--- src/sv/sfla_pkg.sv ---
// ----------------------------------------------------------------------------
// sfla_pkg
// Shared types, codes and the size-class table for the free-list allocator.
// ----------------------------------------------------------------------------
package sfla_pkg;

  localparam int unsigned SIZE_W = 26;
  localparam int unsigned ADDR_W = 20;
  localparam int unsigned CLS_W  = 4;
  localparam int unsigned STAT_W = 3;
  localparam int unsigned MAX_CLASSES = 16;

  // Class sizes in bytes; entry 0 is replaced by the minimum block size.
  localparam logic [SIZE_W-1:0] CLASS_BYTES [MAX_CLASSES] = '{
    26'd8,       26'd32,      26'd64,      26'd128,
    26'd512,     26'd1024,    26'd4096,    26'd16384,
    26'd32768,   26'd65536,   26'd131072,  26'd524288,
    26'd1048576, 26'd4194304, 26'd8388608, 26'd33554432
  };

  typedef enum logic [STAT_W-1:0] {
    ST_OK        = 3'd0,
    ST_ZERO      = 3'd1,
    ST_TOO_LARGE = 3'd2,
    ST_NO_MEM    = 3'd3,
    ST_BAD_FREE  = 3'd4
  } status_e;

  typedef enum logic [2:0] {
    S_CLEAR,
    S_IDLE,
    S_DECODE,
    S_POP,
    S_FREE
  } sfla_state_e;

  // Datapath conditions seen by the sequencer
  typedef struct packed {
    logic clear_last;
    logic is_free;
    logic req_err;
    logic count_nz;
    logic no_mem;
    logic addr_bad;
    logic out_free;
  } dp_stat_t;

  // Sequencer commands to the datapath
  typedef struct packed {
    logic ready;
    logic clear_en;
    logic meta_rd;
    logic link_rd;
    logic sel_tag;
    logic done_err;
    logic done_bump;
    logic done_pop;
    logic done_free;
  } ctrl_t;

  function automatic logic [SIZE_W-1:0] class_size(input logic [CLS_W-1:0] k,
                                                   input logic [SIZE_W-1:0] first);
    logic [SIZE_W-1:0] r;
    r = (k == '0) ? first : CLASS_BYTES[k];
    return r;
  endfunction

endpackage

--- src/sv/sfla_fsm.sv ---
// ----------------------------------------------------------------------------
// sfla_fsm
// Sequencer: clearing sweep, request decode, list pop and free push steps.
// ----------------------------------------------------------------------------
module sfla_fsm import sfla_pkg::*; (
  input  logic     clk_i,
  input  logic     rst_ni,
  input  logic     in_valid_i,
  input  dp_stat_t stat_i,
  input  logic     in_use_i,
  output ctrl_t    ctrl_o
);

  sfla_state_e state_q, state_d;

  always_ff @(posedge clk_i or negedge rst_ni) begin
    if (!rst_ni) begin
      state_q <= S_CLEAR;
    end else begin
      state_q <= state_d;
    end
  end

  always_comb begin
    state_d = state_q;
    case (state_q)
      S_CLEAR: begin
        if (stat_i.clear_last) state_d = S_IDLE;
      end
      S_IDLE: begin
        if (in_valid_i) state_d = S_DECODE;
      end
      S_DECODE: begin
        if (stat_i.is_free) begin
          if (!stat_i.addr_bad) begin
            state_d = S_FREE;
          end else if (stat_i.out_free) begin
            state_d = S_IDLE;
          end
        end else if (!stat_i.req_err && stat_i.count_nz) begin
          state_d = S_POP;
        end else if (stat_i.out_free) begin
          state_d = S_IDLE;
        end
      end
      S_POP, S_FREE: begin
        if (stat_i.out_free) state_d = S_IDLE;
      end
      default: state_d = S_CLEAR;
    endcase
  end

  always_comb begin
    ctrl_o = '0;
    case (state_q)
      S_CLEAR: ctrl_o.clear_en = 1'b1;
      S_IDLE:  ctrl_o.ready    = 1'b1;
      S_DECODE: begin
        if (stat_i.is_free) begin
          if (stat_i.addr_bad) begin
            ctrl_o.done_err = stat_i.out_free;
          end else begin
            ctrl_o.meta_rd = 1'b1;
          end
        end else if (stat_i.req_err) begin
          ctrl_o.done_err = stat_i.out_free;
        end else if (stat_i.count_nz) begin
          ctrl_o.link_rd = 1'b1;
        end else if (stat_i.no_mem) begin
          ctrl_o.done_err = stat_i.out_free;
        end else begin
          ctrl_o.done_bump = stat_i.out_free;
        end
      end
      S_POP: ctrl_o.done_pop = stat_i.out_free;
      S_FREE: begin
        ctrl_o.sel_tag   = 1'b1;
        ctrl_o.done_free = stat_i.out_free;
        ctrl_o.done_err  = 1'b0;
        ctrl_o.link_rd   = 1'b0;
        ctrl_o.meta_rd   = 1'b0;
        ctrl_o.done_bump = 1'b0;
        ctrl_o.done_pop  = 1'b0;
        ctrl_o.clear_en  = 1'b0;
        ctrl_o.ready     = 1'b0 & in_use_i;
      end
      default: ctrl_o = '0;
    endcase
  end

endmodule

--- config.mk ---
export PLATFORM = sky130hd
export DESIGN_NAME = sfla_fsm
export DESIGN_NICKNAME = d
export VERILOG_FILES = /design/src/sv/sfla_pkg.sv /design/src/sv/sfla_fsm.sv
export SDC_FILE = /design/constraint.sdc
export NUM_CORES = 1
export LEC_CHECK = 0
export ABC_AREA = 0
export BUFFER_PORTS_ARGS = -buffer_cell sky130_fd_sc_hd__clkbuf_2
export CAP_MARGIN = 20
export CORE_AREA = 10 10 47 49
export CTS_BUF_LIST = sky130_fd_sc_hd__clkbuf_16
export CTS_CLUSTER_DIAMETER = 80
export DETAILED_ROUTE_END_ITERATION = 6
export DIE_AREA = 0 0 57 59
export GPL_TIMING_DRIVEN = 0
export HOLD_SLACK_MARGIN = 0.02
export PLACE_DENSITY_LB_ADDON = 0.05
export SYNTH_ARGS = -nofsm -noshare
export SYNTH_HDL_FRONTEND = slang
export SYNTH_SLANG_ARGS = --single-unit
--- constraint.sdc ---
create_clock -name clk_i -period 1.1 [get_ports clk_i]
set_input_delay 0.165 -clock clk_i [delete_from_list [all_inputs] [get_ports clk_i]]
set_output_delay 0.165 -clock clk_i [all_outputs]
set_load 0.05 [all_outputs]
==> summary.txt <==
Power
  • Max VDD drop: about 1900 uV
  • Seq pwr share: roughly a tenth
  • Leakage power figure: around 0.00036 uW
  • Internal Power: approximately 1200 uW
  • Sw Share: a little under two fifths
  • P_sw: between 700 and 800 uW
  • Clk pwr share: approximately 28%
  • Comb pwr share: between 60% and 70%
  • Total power: about 2000 uW
  • Power density cells: 2505 mW/mm2

Drt
  • Drt via density: about 4.6
  • Met3 WL: between 100 and 150 um
  • Initial DRC Count: 5
  • Post-DR wirelength/cell: between 10 and 15 um
  • DR DRC count: 0
  • Post-Route WL: ~1100 um
  • Drt pass-1 iters: 3
  • Met2 WL: around 500 um
  • Post-route ant nets: 0
  • Via Count: ~400
  • Met1 WL: between 500 and 600 um
  • Top sig layer: met3

Layout
  • Largest register FFs: 3
  • Layout area overhead: 164.2%
  • Layout cells sized above 1: 69.01%
  • Register Area: 76.32 um2
  • Net count reported at finish: slightly above 80
  • Design area: ~790 um2
  • Biggest registers after layout: state_q: 3 flops
  • Most frequent cells in the layout: 9 x clkbuf_2, 8 x buf_4, 6 x buf_8, 5 x clkbuf_16
  • Most common cell after layout, fill and taps aside: clkbuf_2
  • Final core utilization: a little under three fifths
  • Most flop-heavy register: state_q
  • Multi-input logic area: about 300 um2
  • Fillers: ~130
  • N_diodes: 0

Synthesis
  • Synth Instances: 38
  • Synth cell types: 26
  • Mapped Area: around 300 um2
  • Synth area leader: dfrtp_1
  • Ranking of synthesized cells by area: dfrtp_1 25%, nor2_1 7.5%, nor3b_1 5.0%, and2_1 4.2%, and3_1 4.2%
  • Post-Syn Nets: 49
  • Synth Flop Type: dfrtp_1
  • Post-synthesis sequential area ratio: about 25%
  • Asr flop ratio synth: 100.0%
  • Synth warn: 0
  • Post-synthesis average cell area: between 7 and 8 um2
  • Number of synthesized flops with an enable pin: 0
  • Share of the synthesized area in the top cell type: ~25%
  • Synth Register Bits: 3

Timing
  • Fmax: between 600 and 700 MHz
  • Worst slew pin tran: 0.3469 ns
  • Final hold viol count: 0
  • Rel. slew slack: about 77%
  • Min setup slack post-route: -0.5527 ns
  • Final period util: 150.2%
  • Post-Route Skew: roughly 0.0031 ns
  • RSZ-0062 raised after global routing: true
  • Finish-stage setup viols: 12
  • Max Slew Vio Count: 0
  • Fin crit period: 1.653 ns
  • Hold WS: roughly 0.27 ns

Setup path
  • Worst R2R Setup Slack: -0.41 ns
  • FF-to-FF End: state_q[1]
  • CP max FO: 3
  • Critical Path RT: about 0.94 ns
  • CP Capture Type: primary output
  • Critical path startpoint category: flop
  • Worst setup path class: flop to primary output
  • Reg2Reg Depth: 6
  • Reg2reg start: state_q[2]
  • Arrival @ worst endpoint: around 1.5 ns

Placement
  • Post-DP HPWL: between 800 and 900 um
  • Port bufs: 18
  • Dpl cell area: between 400 and 500 um2
  • Final Wtd Congestion: between 0.6 and 0.7

Floorplan
  • Core Region: approximately 0.0014 mm2
  • Initial Util: 21.43%
  • Die area: 0.003363 mm2
  • Boundary Pins: 20
  • Die height: 59 um
  • Die W: 57 um
  • Core Rows: 14

Run status
  • Outcome: finished, violations left
  • Failing checks: negative setup slack

Global routing
  • GRT Util Overall: under 10%
  • First-pass GRT wire length: around 1900 um
  • Vias in the first global route: 420
  • Initial antenna violation count: 0
  • Pin count of the biggest net entering global routing: 9
  • GRT Residual Overflow: 0

Clock network
  • Cts bufs inserted: 3
  • Skew-Pair Late Insertion Delay: 0.22 ns
  • Root buf cell: clkbuf_16
  • Clock sinks: 3
  • TritonCTS clock tree: done
  • Clock Path Buffers: 2
  • Clock H-tree levels: 1
  • Worst-path clk slew: roughly 0.03 ns

Run
  • Max-Cap Viols: 0

Hold path
  • Hold Path Class: primary input to asynchronous set/reset pin
metal layers:
metal	vias up	track usage [%]
met1	179	7.895
met3	0	4.721
met2	14	10.08
li1	206	-
met5	-	0
met4	0	1.007
cells by family after synthesis:
group	count (synthesis)	synth area share, %
flops	3	25.00
compound gates	9	22.09
simple gates	23	46.25
buf+inv	3	6.664
cells in the mapped netlist (2+ instances only):
cell type,count
and3_1,2
and2_1,2
dfrtp_1,3
nor2_1,6
nor2b_1,2
nand2_1,2
nor3b_1,2
critical path, cell delays in order (launching register included):
cell and delay (ns):
dfrtp_1 0.38, buf_6 0.13, nor3b_4 0.20, nand2_2 0.12, nor4b_4 0.25, buf_8 0.18
worst max path at each step:
stage	startpoint	to	slack (ns)	cells after the start
floorplan	state_q[0]	ctrl_o[2]	-0.51	4
global placement	state_q[2]	ctrl_o[2]	-0.46	5
detailed placement	state_q[2]	ctrl_o[2]	-0.45	5
CTS	state_q[2]	ctrl_o[2]	-0.57	5
global route	state_q[2]	ctrl_o[2]	-0.64	5
finish	state_q[2]	ctrl_o[2]	-0.55	5
power groups by stage:
stage                     clock network [uW]  logic [uW]  registers (uW)
after floorplan                            0         638             176
after global placement                     0         796             187
after detailed placement                   0         793             183
after CTS                                575        1050             182
after global routing                     588        1290             217
final                                    566        1210             209
final cells by class:
class                   instances  area share (%)
repair buffers                 30           38.17
multi-input cells              32           37.85
flip-flops and latches          3           9.621
clock buffers                   3           9.464
well taps                      16           2.524
plain buffers                   1           1.420
clock inverters                 1          0.4732
inverters                       1          0.4732
what timing repair did:
item,4_1_cts,5_1_grt
setup buffers,7,4
hold buffers,1,0
endpoints found under the hold margin,3,0
resized for setup,27,13
pin swaps,4,3
endpoints found under the setup margin,12,12
stage by stage:
stage	setup TNS, ns	instances	setup WS [ns]
after CTS	-5.318	84	-0.5716
after global placement	-2.580	72	-0.4621
after detailed placement	-2.496	72	-0.4549
after floorplan	-2.706	38	-0.5065
after global routing	-5.908	87	-0.6446
final	-5.270	87	-0.5527
No activity file was read; power rests on OpenSTA's default activity.
