## src/sv/sfla_pkg.sv

```systemverilog
// ----------------------------------------------------------------------------
// sfla_pkg
// Shared types, codes and the size-class table for the free-list allocator.
// ----------------------------------------------------------------------------
package sfla_pkg;

  localparam int unsigned SIZE_W = 26;
  localparam int unsigned ADDR_W = 20;
  localparam int unsigned CLS_W  = 4;
  localparam int unsigned STAT_W = 3;
  localparam int unsigned MAX_CLASSES = 16;

  // Class sizes in bytes; entry 0 is replaced by the minimum block size.
  localparam logic [SIZE_W-1:0] CLASS_BYTES [MAX_CLASSES] = '{
    26'd8,       26'd32,      26'd64,      26'd128,
    26'd512,     26'd1024,    26'd4096,    26'd16384,
    26'd32768,   26'd65536,   26'd131072,  26'd524288,
    26'd1048576, 26'd4194304, 26'd8388608, 26'd33554432
  };

  typedef enum logic [STAT_W-1:0] {
    ST_OK        = 3'd0,
    ST_ZERO      = 3'd1,
    ST_TOO_LARGE = 3'd2,
    ST_NO_MEM    = 3'd3,
    ST_BAD_FREE  = 3'd4
  } status_e;

  typedef enum logic [2:0] {
    S_CLEAR,
    S_IDLE,
    S_DECODE,
    S_POP,
    S_FREE
  } sfla_state_e;

  // Datapath conditions seen by the sequencer
  typedef struct packed {
    logic clear_last;
    logic is_free;
    logic req_err;
    logic count_nz;
    logic no_mem;
    logic addr_bad;
    logic out_free;
  } dp_stat_t;

  // Sequencer commands to the datapath
  typedef struct packed {
    logic ready;
    logic clear_en;
    logic meta_rd;
    logic link_rd;
    logic sel_tag;
    logic done_err;
    logic done_bump;
    logic done_pop;
    logic done_free;
  } ctrl_t;

  function automatic logic [SIZE_W-1:0] class_size(input logic [CLS_W-1:0] k,
                                                   input logic [SIZE_W-1:0] first);
    logic [SIZE_W-1:0] r;
    r = (k == '0) ? first : CLASS_BYTES[k];
    return r;
  endfunction

endpackage

```

## src/sv/sfla_class_map.sv

```systemverilog
// ----------------------------------------------------------------------------
// sfla_class_map
// Maps a request size to the smallest size class that holds it.
// ----------------------------------------------------------------------------
module sfla_class_map import sfla_pkg::*; #(
  parameter int unsigned NUM_CLASSES = 16,
  parameter int unsigned MIN_BLOCK   = 8
) (
  input  logic [SIZE_W-1:0] size_i,
  output logic [CLS_W-1:0]  cls_o,
  output logic [SIZE_W-1:0] bytes_o,
  output logic              zero_o,
  output logic              too_large_o
);

  localparam logic [SIZE_W-1:0] FIRST = SIZE_W'(MIN_BLOCK);

  logic found;

  // first class in table order whose size holds the request
  always_comb begin
    found   = 1'b0;
    cls_o   = '0;
    bytes_o = FIRST;
    for (int k = 0; k < NUM_CLASSES; k++) begin
      if (!found && (class_size(CLS_W'(k), FIRST) >= size_i)) begin
        found   = 1'b1;
        cls_o   = CLS_W'(k);
        bytes_o = class_size(CLS_W'(k), FIRST);
      end
    end
  end

  assign zero_o      = (size_i == '0);
  assign too_large_o = (size_i > class_size(CLS_W'(NUM_CLASSES - 1), FIRST));

endmodule

```

## config.mk

```make
export PLATFORM = sky130hd
export DESIGN_NAME = sfla_class_map
export DESIGN_NICKNAME = d
export VERILOG_FILES = /design/src/sv/sfla_pkg.sv /design/src/sv/sfla_class_map.sv
export SDC_FILE = /design/constraint.sdc
export NUM_CORES = 1
export LEC_CHECK = 0
export ABC_CLOCK_PERIOD_IN_PS = 6700
export BUFFER_PORTS_ARGS = -buffer_cell sky130_fd_sc_hd__buf_2
export CORE_ASPECT_RATIO = 1.2
export CORE_MARGIN = 2
export CORE_UTILIZATION = 30
export DETAILED_ROUTE_END_ITERATION = 8
export MAX_ROUTING_LAYER = met4
export PLACE_DENSITY_LB_ADDON = 0.15
export SYNTH_ARGS = -nofsm -noshare
export SYNTH_HDL_FRONTEND = slang
export SYNTH_SLANG_ARGS = --single-unit
```

## constraint.sdc

```tcl
create_clock -name vclk -period 6.7
set_input_delay 2.01 -clock vclk [all_inputs]
set_output_delay 2.01 -clock vclk [all_outputs]
set_load 0.01 [all_outputs]
```

==> results of run 1 <==
cell usage after synthesis (4+ instances only):
cell type,number
nor3b_1,5
inv_1,10
o21ai_0,5
nand3_1,7
nand4_1,10
nand2_1,5
buf_4,11
a21oi_1,7
nor4_4,4
nor2_1,14
nor3_1,6
nor2b_1,4
or3_1,7
cells by family after synthesis:
logic type	Yosys count	synth area share
other cells	1	0.00380
simple gates	85	0.597
mux	1	0.0101
compound gates	34	0.252
buf+inv	24	0.137
per-layer routing:
| layer | global-route usage | up-vias | wire length [um] |
|---|---|---|---|
| met4 | 0.00595 | 0 | 0 |
| met1 | 0.192 | 607 | 1340 |
| met3 | 0.0155 | 0 | 174 |
| li1 | - | 647 | - |
| met2 | 0.325 | 42 | 1700 |
| met5 | - | - | 0 |
worst max-delay path by stage:
| stage | startpoint | end | slack [ns] | cells past startpoint |
|---|---|---|---|---|
| 2_1_floorplan | size_i[5] | bytes_o[3] | 0.79 | 8 |
| 3_3_place_gp | size_i[7] | bytes_o[3] | 0.46 | 8 |
| 3_5_place_dp | size_i[11] | bytes_o[3] | 0.47 | 8 |
| 4_1_cts | size_i[11] | bytes_o[3] | 0.46 | 8 |
| 5_1_grt | size_i[11] | bytes_o[3] | 0.26 | 8 |
| 6_report | size_i[3] | bytes_o[3] | 0.44 | 8 |
cell type report:
cell class                      instances  area (sq um)
Multi-Input combinational cell        130           886
Timing Repair Buffer                   50           255
Fill cell                             367          1890
Tap cell                               36          45.0
Inverter                               10          37.5
where the power goes:
part	leakage, nW	switching (mW)	internal [mW]	total (mW)
sequential	0	0	0	0
clock	0	0	0	0
combinational	0.512	0.0321	0.0188	0.0509
total	0.512	0.0321	0.0188	0.0509
tightest hold or removal path, cell delays in order:
cell and delay [ns]:
buf_2 0.13, nor3_1 0.05, buf_2 0.13
cell usage in the layout, fill, tap and decap left out, drive strengths merged, types with 7 or more instances in the layout:
master / Yosys / layout
conb: 1 / 10
o21ai: 7 / 7
nor3: 7 / 7
inv: 10 / 10
nand3: 7 / 7
buf: 14 / 50
nor2: 14 / 14
or3: 7 / 7
nand4: 10 / 10
nor4: 10 / 10
a21oi: 8 / 8
per-stage QoR:
stage | setup slack (ns) | std cells | hold slack (ns) | area (sq um)
after floorplan | 0.788 | 154 | 4.06 | 1020
after global placement | 0.463 | 226 | 4.33 | 1220
after detailed placement | 0.467 | 226 | 4.33 | 1220
after CTS | 0.464 | 226 | 4.34 | 1220
after global routing | 0.259 | 226 | 4.36 | 1220
final | 0.444 | 226 | 4.33 | 1220
==> results by group, run 1 <==
Timing
  – Fmax achieved: 0.160 GHz
  – Final hold vios: 0
  – Slew @ Worst Pin: a little over 0.7 ns
  – Final Cycle Share: 0.934
  – Slew margin rel.: 0.521
  – Setup violators final: 0
  – Max-slew violation count: 0
  – Final Critical Period: between 6 and 7 ns
  – TNS Setup: 0 ns
  – Unrepaired setup endpoints after global routing: no

Cells and area
  – Storage cell area: 0 sq um
  – Final Core Density: 0.393
  – Antenna cells: 0
  – Fraction of layout cells with a size suffix above 1: 0.337
  – Final sequential cell count: 0
  – Area grow syn2layout: 24.0%
  – Nets: roughly 220
  – CLK BUF: 0

Critical path
  – CP dominant cell by count: buf_2
  – Critical Path Max Stage Delay: 0.56 ns
  – CP required: between 4 and 5 ns
  – WP buf/inv: 2
  – Slowest cell on the critical path: a2111oi_2
  – Crit path DAT: 4.25 ns
  – Critical Path End Type: output pin
  – Max FO, Critical Path: 9
  – Cell family with most CP delay: simple AND/OR/NAND/NOR gates
  – Cells along the critical path: buf_2 -> nor4_4 -> and4_1 -> nand3_1 -> a2111oi_2 -> nor3b_1 -> and4b_1 -> buf_2
  – Crit start category: primary input
  – Crit Path Class: in -> out

Detailed routing
  – Post-route ant nets: 0
  – Via count: 1,296
  – Drt initial violations: 24
  – # DRC: 0
  – Average vias per placed instance: 5.73
  – Drt wl/cell: 14.2 um
  – Pre-Repair DR Iteration Count: 4
  – Final WL: 3.22 mm

Global route
  – Vias in the first global route: 1,179
  – First-pass GRT wire length: 5.16 mm
  – Largest net degree at the start of global routing: 11
  – Total global routing overflow: 0
  – Antenna violations before repair: 0
  – GRT Total Usage: 0.166

Hold path
  – Hold Path Depth: 3
  – Hold EP: bytes_o[23]
  – Hold Path Origin: size_i[24]
  – Class of the worst hold path: in -> out

Clock network
  – Post-cts hold buffer count: 0
  – Resized cells post-CTS: 0
  – Post-CTS Setup Repair Bufs: 0

Floorplanning
  – Cell Rows: 22
  – Die footprint: around 3800 sq um
  – Core region area: 3110 sq um
  – Chip Width: 56.4 um
  – Die height: 66.8 um
  – IO Pins: 58
  – Effective utilization at floorplan: 0.317

Power
  – Power per cell area: 41.6 nW/um^2
  – Total power: between 50 and 60 uW
  – Leak: around 0.51 nW
  – Max IR drop VDD: 0.0254 mV

Placed design
  – GP Congestion: about 0.94
  – Number of port buffers: 48
  – HPWL after detailed placement: 2.71 mm

Job
  – Max-cap violations: 0

Yosys
  – Post-synth top area share: 0.0862
  – Top post-synthesis cells by area: nor4_4 8.6%, buf_4 8.4%, nand4_1 6.3%, nor2_1 5.3%, or3_1 4.4%
  – Area leader, netlist: nor4_4
  – Ys Warns: 0
  – Syn_area_per_cell: 6.81 sq um
  – Netlist Area Pre-Place: between 900 and 1000 sq um
  – Synth unique cells: 46
  – Post-Synthesis Cells: ~150
  – Register area share after synthesis: 0

Status
  – Status: complete, no violations
Power figures use the tool's default switching activity.
==> run 2: changes to the inputs <==
--- a/config.mk
+++ b/config.mk
@@ -6,13 +6,14 @@
 export NUM_CORES = 1
 export LEC_CHECK = 0
 export ABC_CLOCK_PERIOD_IN_PS = 6700
-export BUFFER_PORTS_ARGS = -buffer_cell sky130_fd_sc_hd__buf_2
 export CORE_ASPECT_RATIO = 1.2
 export CORE_MARGIN = 2
 export CORE_UTILIZATION = 30
 export DETAILED_ROUTE_END_ITERATION = 8
+export DONT_BUFFER_PORTS = 1
 export MAX_ROUTING_LAYER = met4
 export PLACE_DENSITY_LB_ADDON = 0.15
+export SKIP_LAST_GASP = 1
 export SYNTH_ARGS = -nofsm -noshare
 export SYNTH_HDL_FRONTEND = slang
 export SYNTH_SLANG_ARGS = --single-unit
==> run 2 against run 1 <==
Via count is 13% lower; clock-buffer cell count is the same; wire length fell by 2.8%; sequential cell count is the same; worst hold slack worse by 0.26 ns; combinational power shrank 42%; total power is 42% lower.
==> results by group, run 2 (same netlist as run 1, synthesis figures left out) <==
Placed design
  – Placed Area: 1010 sq um (was 1220 sq um)
  – HPWL after detailed placement: 2.65 mm (was 2.71 mm)
  – Setup slack at placement: 0.551 ns (was 0.467 ns)
  – GP Congestion: 0.837 (was 0.940)
  – Number of port buffers: 0 (was 48)
  – Placed cells: 182 (was 226)

Power
  – Leak: 0.320 nW (was 0.512 nW)
  – Power per cell area: 29.0 nW/um^2 (was 41.6 nW/um^2)
  – Total power: 29.4 uW (was 50.9 uW)
  – Max IR drop VDD: 0.00982 mV (was 0.0254 mV)

Floorplanning
  – IO Pins: 58 (unchanged)
  – Core region area: 3110 sq um (unchanged)
  – Cell Rows: 22 (unchanged)
  – Die height: 66.8 um (unchanged)
  – Effective utilization at floorplan: 0.317 (unchanged)
  – Chip Width: 56.4 um (unchanged)
  – Die footprint: 3770 sq um (unchanged)

Timing
  – Fmax achieved: 0.163 GHz (was 0.160 GHz)
  – Final hold vios: 0 (unchanged)
  – Slew @ Worst Pin: 0.720 ns (was 0.711 ns)
  – Unrepaired setup endpoints after global routing: no (unchanged)
  – Slew margin rel.: 0.519 (was 0.521)
  – Final Critical Period: 6.15 ns (was 6.26 ns)
  – Final hold slack: 4.07 ns (was 4.33 ns)
  – Setup ws final: 0.551 ns (was 0.444 ns)
  – Max-slew violation count: 0 (unchanged)
  – TNS Setup: 0 ns (unchanged)
  – Setup violators final: 0 (unchanged)
  – Final Cycle Share: 0.918 (was 0.934)

Hold path
  – Hold EP: bytes_o[5] (was bytes_o[23])
  – Class of the worst hold path: in -> out (unchanged)
  – Hold Path Origin: size_i[6] (was size_i[24])
  – Hold Path Depth: 1 (was 3)

Clock network
  – Resized cells post-CTS: 0 (unchanged)
  – Post-CTS Setup Repair Bufs: 0 (unchanged)
  – Post-cts hold buffer count: 0 (unchanged)

Detailed routing
  – Drt initial violations: 48 (was 24)
  – Pre-Repair DR Iteration Count: 4 (unchanged)
  – Via count: 1,134 (was 1,296)
  – Average vias per placed instance: 6.23 (was 5.73)
  – Final WL: 3.13 mm (was 3.22 mm)
  – Post-route ant nets: 0 (unchanged)
  – # DRC: 0 (unchanged)
  – Drt wl/cell: 17.2 um (was 14.2 um)

Global route
  – Vias in the first global route: 1,075 (was 1,179)
  – First-pass GRT wire length: 5.11 mm (was 5.16 mm)
  – Total global routing overflow: 0 (unchanged)
  – GRT Total Usage: 0.169 (was 0.166)
  – Largest net degree at the start of global routing: 10 (was 11)
  – Antenna violations before repair: 0 (unchanged)

Critical path
  – Critical Path End Type: output pin (unchanged)
  – Max FO, Critical Path: 7 (was 9)
  – CP required: 4.69 ns (about the same)
  – Crit Path Class: in -> out (unchanged)
  – Crit start category: primary input (unchanged)
  – Crit path DAT: 4.14 ns (was 4.25 ns)

Cells and area
  – Storage cell area: 0 sq um (unchanged)
  – Antenna cells: 0 (unchanged)
  – Nets: 174 (was 218)
  – Area grow syn2layout: 2.66% (was 24.0%)
  – Commonest non-fill, non-tap cells in the layout: 14 x nor2_1, 10 x nand4_1, 10 x inv_1, 10 x conb_1 (was 48 x buf_2, 14 x nor2_1, 10 x nand4_1, 10 x inv_1, 10 x conb_1)
  – Most common cell after layout, fill and taps aside: nor2_1 (was buf_2)
  – CLK BUF: 0 (unchanged)
  – Design area: 1010 sq um (was 1220 sq um)
  – Final Core Density: 0.326 (was 0.393)
  – Final sequential cell count: 0 (unchanged)
  – Fraction of layout cells with a size suffix above 1: 0.137 (was 0.337)
  – Finished Layout Cells: 182 (was 226)

Job
  – Max-cap violations: 0 (unchanged)

Status
  – Status: complete, no violations (unchanged)
-- run 2: cell types whose count changed in the layout (fill, tap and decap cells not counted), sizes merged --
cell | previous run | this run
buf | 50 | 6
-- run 2: layout make-up --
class	instances	area (sq um)
Timing Repair Buffer	6	45.0
Tap cell	36	45.0
Inverter	10	37.5
Fill cell	369	2100
Multi-Input combinational cell	130	886
-- run 2: worst max path at each step --
stage,startpoint,endpoint,slack (ns)
final,size_i[11],bytes_o[3],0.55
after global routing,size_i[11],bytes_o[3],0.35
after global placement,size_i[11],bytes_o[3],0.60
after detailed placement,size_i[11],bytes_o[3],0.55
after floorplan,size_i[5],bytes_o[3],0.79
after CTS,size_i[11],bytes_o[3],0.55
-- run 2: where the power goes --
part           total [mW]  internal [mW]  switching, mW
logic              0.0294         0.0122         0.0171
registers               0              0              0
clock network           0              0              0
total              0.0294         0.0122         0.0171
-- run 2: critical path, stage by stage --
cell       delay, ns
nor4_2          0.47
and4_1          0.44
nand3_1         0.13
a2111oi_2       0.72
nor3b_1         0.09
and4b_1         0.27
-- run 2: routing by layer --
metal / global-route usage / up-vias / wire, um
li1: - / 553 / -
met1: 0.204 / 528 / 1250
met2: 0.303 / 51 / 1600
met3: 0.0369 / 2 / 247
met4: 0.0119 / 0 / 22
met5: - / - / 0
==> run 3: changes to the inputs <==
--- a/config.mk
+++ b/config.mk
@@ -5,7 +5,7 @@
 export SDC_FILE = /design/constraint.sdc
 export NUM_CORES = 1
 export LEC_CHECK = 0
-export ABC_CLOCK_PERIOD_IN_PS = 6700
+export ABC_CLOCK_PERIOD_IN_PS = 7000
 export CORE_ASPECT_RATIO = 1.2
 export CORE_MARGIN = 2
 export CORE_UTILIZATION = 30
==> constraint.sdc (replaced) <==
create_clock -name vclk -period 7
set_input_delay 2.1 -clock vclk [all_inputs]
set_output_delay 2.1 -clock vclk [all_outputs]
set_load 0.01 [all_outputs]
==> run 3 against run 2 <==
Worst setup slack better by 0.099 ns; final cell count is 1.1% lower; sequential share of layout area stayed put; first-iteration DRC count is 4.2% higher; wire length is 2.0% lower; die area stayed put; cell area is 1.5% lower; worst hold slack better by 0.18 ns; critical path depth stayed put; total power is 4.3% lower; largest power group unchanged.
==> results by group, run 3 (same netlist as run 1, synthesis figures left out) <==
Global route
  – Antenna violations before repair: 0 (unchanged)
  – Most Crowded Layer GR: met2 (unchanged)
  – Met3 Resource Use GR: 0.0291 (was 0.0369)
  – Met2 Resource Use GR: 0.287 (was 0.303)
  – Total global routing overflow: 0 (unchanged)
  – Largest net degree at the start of global routing: 11 (was 10)
  – GR met1 Demand/Resource: 0.195 (was 0.204)
  – First-pass GRT wire length: 4.84 mm (was 5.11 mm)
  – GRT Total Usage: 0.158 (was 0.169)
  – Vias in the first global route: 1,020 (was 1,075)

Timing
  – Slew @ Worst Pin: 0.701 ns (was 0.720 ns)
  – Final Critical Period: ~6.4 ns
  – Fmax achieved: 0.157 GHz
  – Setup violators final: 0 (unchanged)
  – Unrepaired setup endpoints after global routing: no (unchanged)
  – Final Cycle Share: 0.907
  – Final hold vios: 0 (unchanged)
  – TNS Setup: 0 ns (unchanged)
  – Slew margin rel.: 0.532 (was 0.519)
  – Max-slew violation count: 0 (unchanged)

Floorplanning
  – Core region area: 3110 sq um (unchanged)
  – Die footprint: 3770 sq um (unchanged)
  – Effective utilization at floorplan: 0.317 (unchanged)
  – Chip Width: 56.4 um (unchanged)
  – Cell Rows: 22 (unchanged)
  – IO Pins: 58 (unchanged)
  – Die height: 66.8 um (unchanged)

Placed design
  – Number of port buffers: 0 (unchanged)
  – GP Congestion: 0.832 (was 0.837)
  – HPWL after detailed placement: 2.51 mm (was 2.65 mm)

Cells and area
  – Storage cell area: 0 sq um (unchanged)
  – Most common cell after layout, fill and taps aside: nor2_1 (unchanged)
  – Fraction of layout cells with a size suffix above 1: 0.125 (was 0.137)
  – Fill count: 360 (was 369)
  – Commonest non-fill, non-tap cells in the layout: 14 x nor2_1, 10 x nand4_1, 10 x inv_1, 10 x conb_1 (unchanged)
  – Final sequential cell count: 0 (unchanged)
  – CLK BUF: 0 (unchanged)
  – Antenna cells: 0 (unchanged)
  – Area grow syn2layout: 1.14% (was 2.66%)
  – Final Core Density: 0.321 (was 0.326)
  – Nets: 172 (was 174)

Power
  – Sequential Power Share: 0 (about the same)
  – Part of the power in the clock network: 0 (about the same)
  – Switching share of power: 0.592 (was 0.583)
  – Power per cell area: 28.1 nW/um^2 (was 29.0 nW/um^2)
  – Max IR drop VDD: 0.0101 mV (was 0.00982 mV)
  – Leak: 0.309 nW (was 0.320 nW)
  – Comb pwr share: 1.000 (about the same)
  – Sw Pwr: 16.6 uW (was 17.1 uW)
  – Internal Pwr Total: 11.5 uW (was 12.2 uW)

Critical path
  – Critical Path End Type: output pin (unchanged)
  – CP Capture Point: bytes_o[3] (unchanged)
  – Max FO, Critical Path: 9 (was 7)
  – Crit start category: primary input (unchanged)
  – Crit path DAT: 4.25 ns (was 4.14 ns)
  – Crit. Startpoint: size_i[3] (was size_i[11])
  – CP required: 4.90 ns (was 4.69 ns)
  – Crit Path Class: in -> out (unchanged)

Hold path
  – Class of the worst hold path: in -> out (unchanged)

Clock network
  – Resized cells post-CTS: 0 (unchanged)
  – Post-CTS Setup Repair Bufs: 0 (unchanged)
  – Post-cts hold buffer count: 0 (unchanged)

Detailed routing
  – Via count: 1,153 (was 1,134)
  – Drt wl/cell: 17.0 um (was 17.2 um)
  – Final WL: 3.06 mm (was 3.13 mm)
  – Average vias per placed instance: 6.41 (was 6.23)
  – Pre-Repair DR Iteration Count: 7 (was 4)
  – # DRC: 0 (unchanged)
  – Drt initial violations: 50 (was 48)
  – Post-route ant nets: 0 (unchanged)

Job
  – Max-cap violations: 0 (unchanged)

Status
  – Status: complete, no violations (unchanged)
==> run 3: cell types whose count changed in the layout (fill, tap and decap cells not counted), sizes merged <==
cell  change
buf       -2
==> run 3: power groups by stage <==
stage | registers [mW] | clock network, mW | logic [mW]
5_1_grt | 0 | 0 | 0.0304
4_1_cts | 0 | 0 | 0.0279
2_1_floorplan | 0 | 0 | 0.0290
3_5_place_dp | 0 | 0 | 0.0278
6_report | 0 | 0 | 0.0281
3_3_place_gp | 0 | 0 | 0.0278
==> run 3: routing by layer <==
metal	wire [um]	vias to the layer above
li1	-	559
met1	1250	541
met2	1550	53
met3	267	0
met4	0	0
met5	0	-
==> run 3: layout make-up <==
class / instances / area (sq um) / area share
inverter: 10 / 37.5 / 0.0376
multi-input combinational: 130 / 886 / 0.887
tap: 36 / 45.0 / 0.0451
timing repair buffer: 4 / 30.0 / 0.0301
==> run 3: how the worst min path moves through the flow <==
stage	start	end	slack [ns]	cells after the start
2_1_floorplan	size_i[6]	bytes_o[5]	4.24	1
3_3_place_gp	size_i[6]	bytes_o[5]	4.25	1
3_5_place_dp	size_i[6]	bytes_o[5]	4.25	1
4_1_cts	size_i[6]	bytes_o[5]	4.25	1
5_1_grt	size_i[6]	bytes_o[5]	4.25	1
6_report	size_i[6]	bytes_o[5]	4.24	1
==> run 3: metrics by stage <==
step           total power [mW]  setup WS, ns  area (sq um)  instances  hold WS (ns)
6_report                 0.0281         0.650           998        180          4.24
5_1_grt                  0.0304         0.496           998        180          4.25
4_1_cts                  0.0279         0.666           998        180          4.25
3_5_place_dp             0.0278         0.662           998        180          4.25
3_3_place_gp             0.0278         0.721           998        180          4.25
2_1_floorplan            0.0290         0.908          1020        154          4.24
==> run 3: worst max-delay path, cell delays in order <==
cell and delay (ns):
nor4_4 0.47, and4_1 0.43, nand3_1 0.14, a2111oi_2 0.72, nor3b_1 0.10, and4b_1 0.28
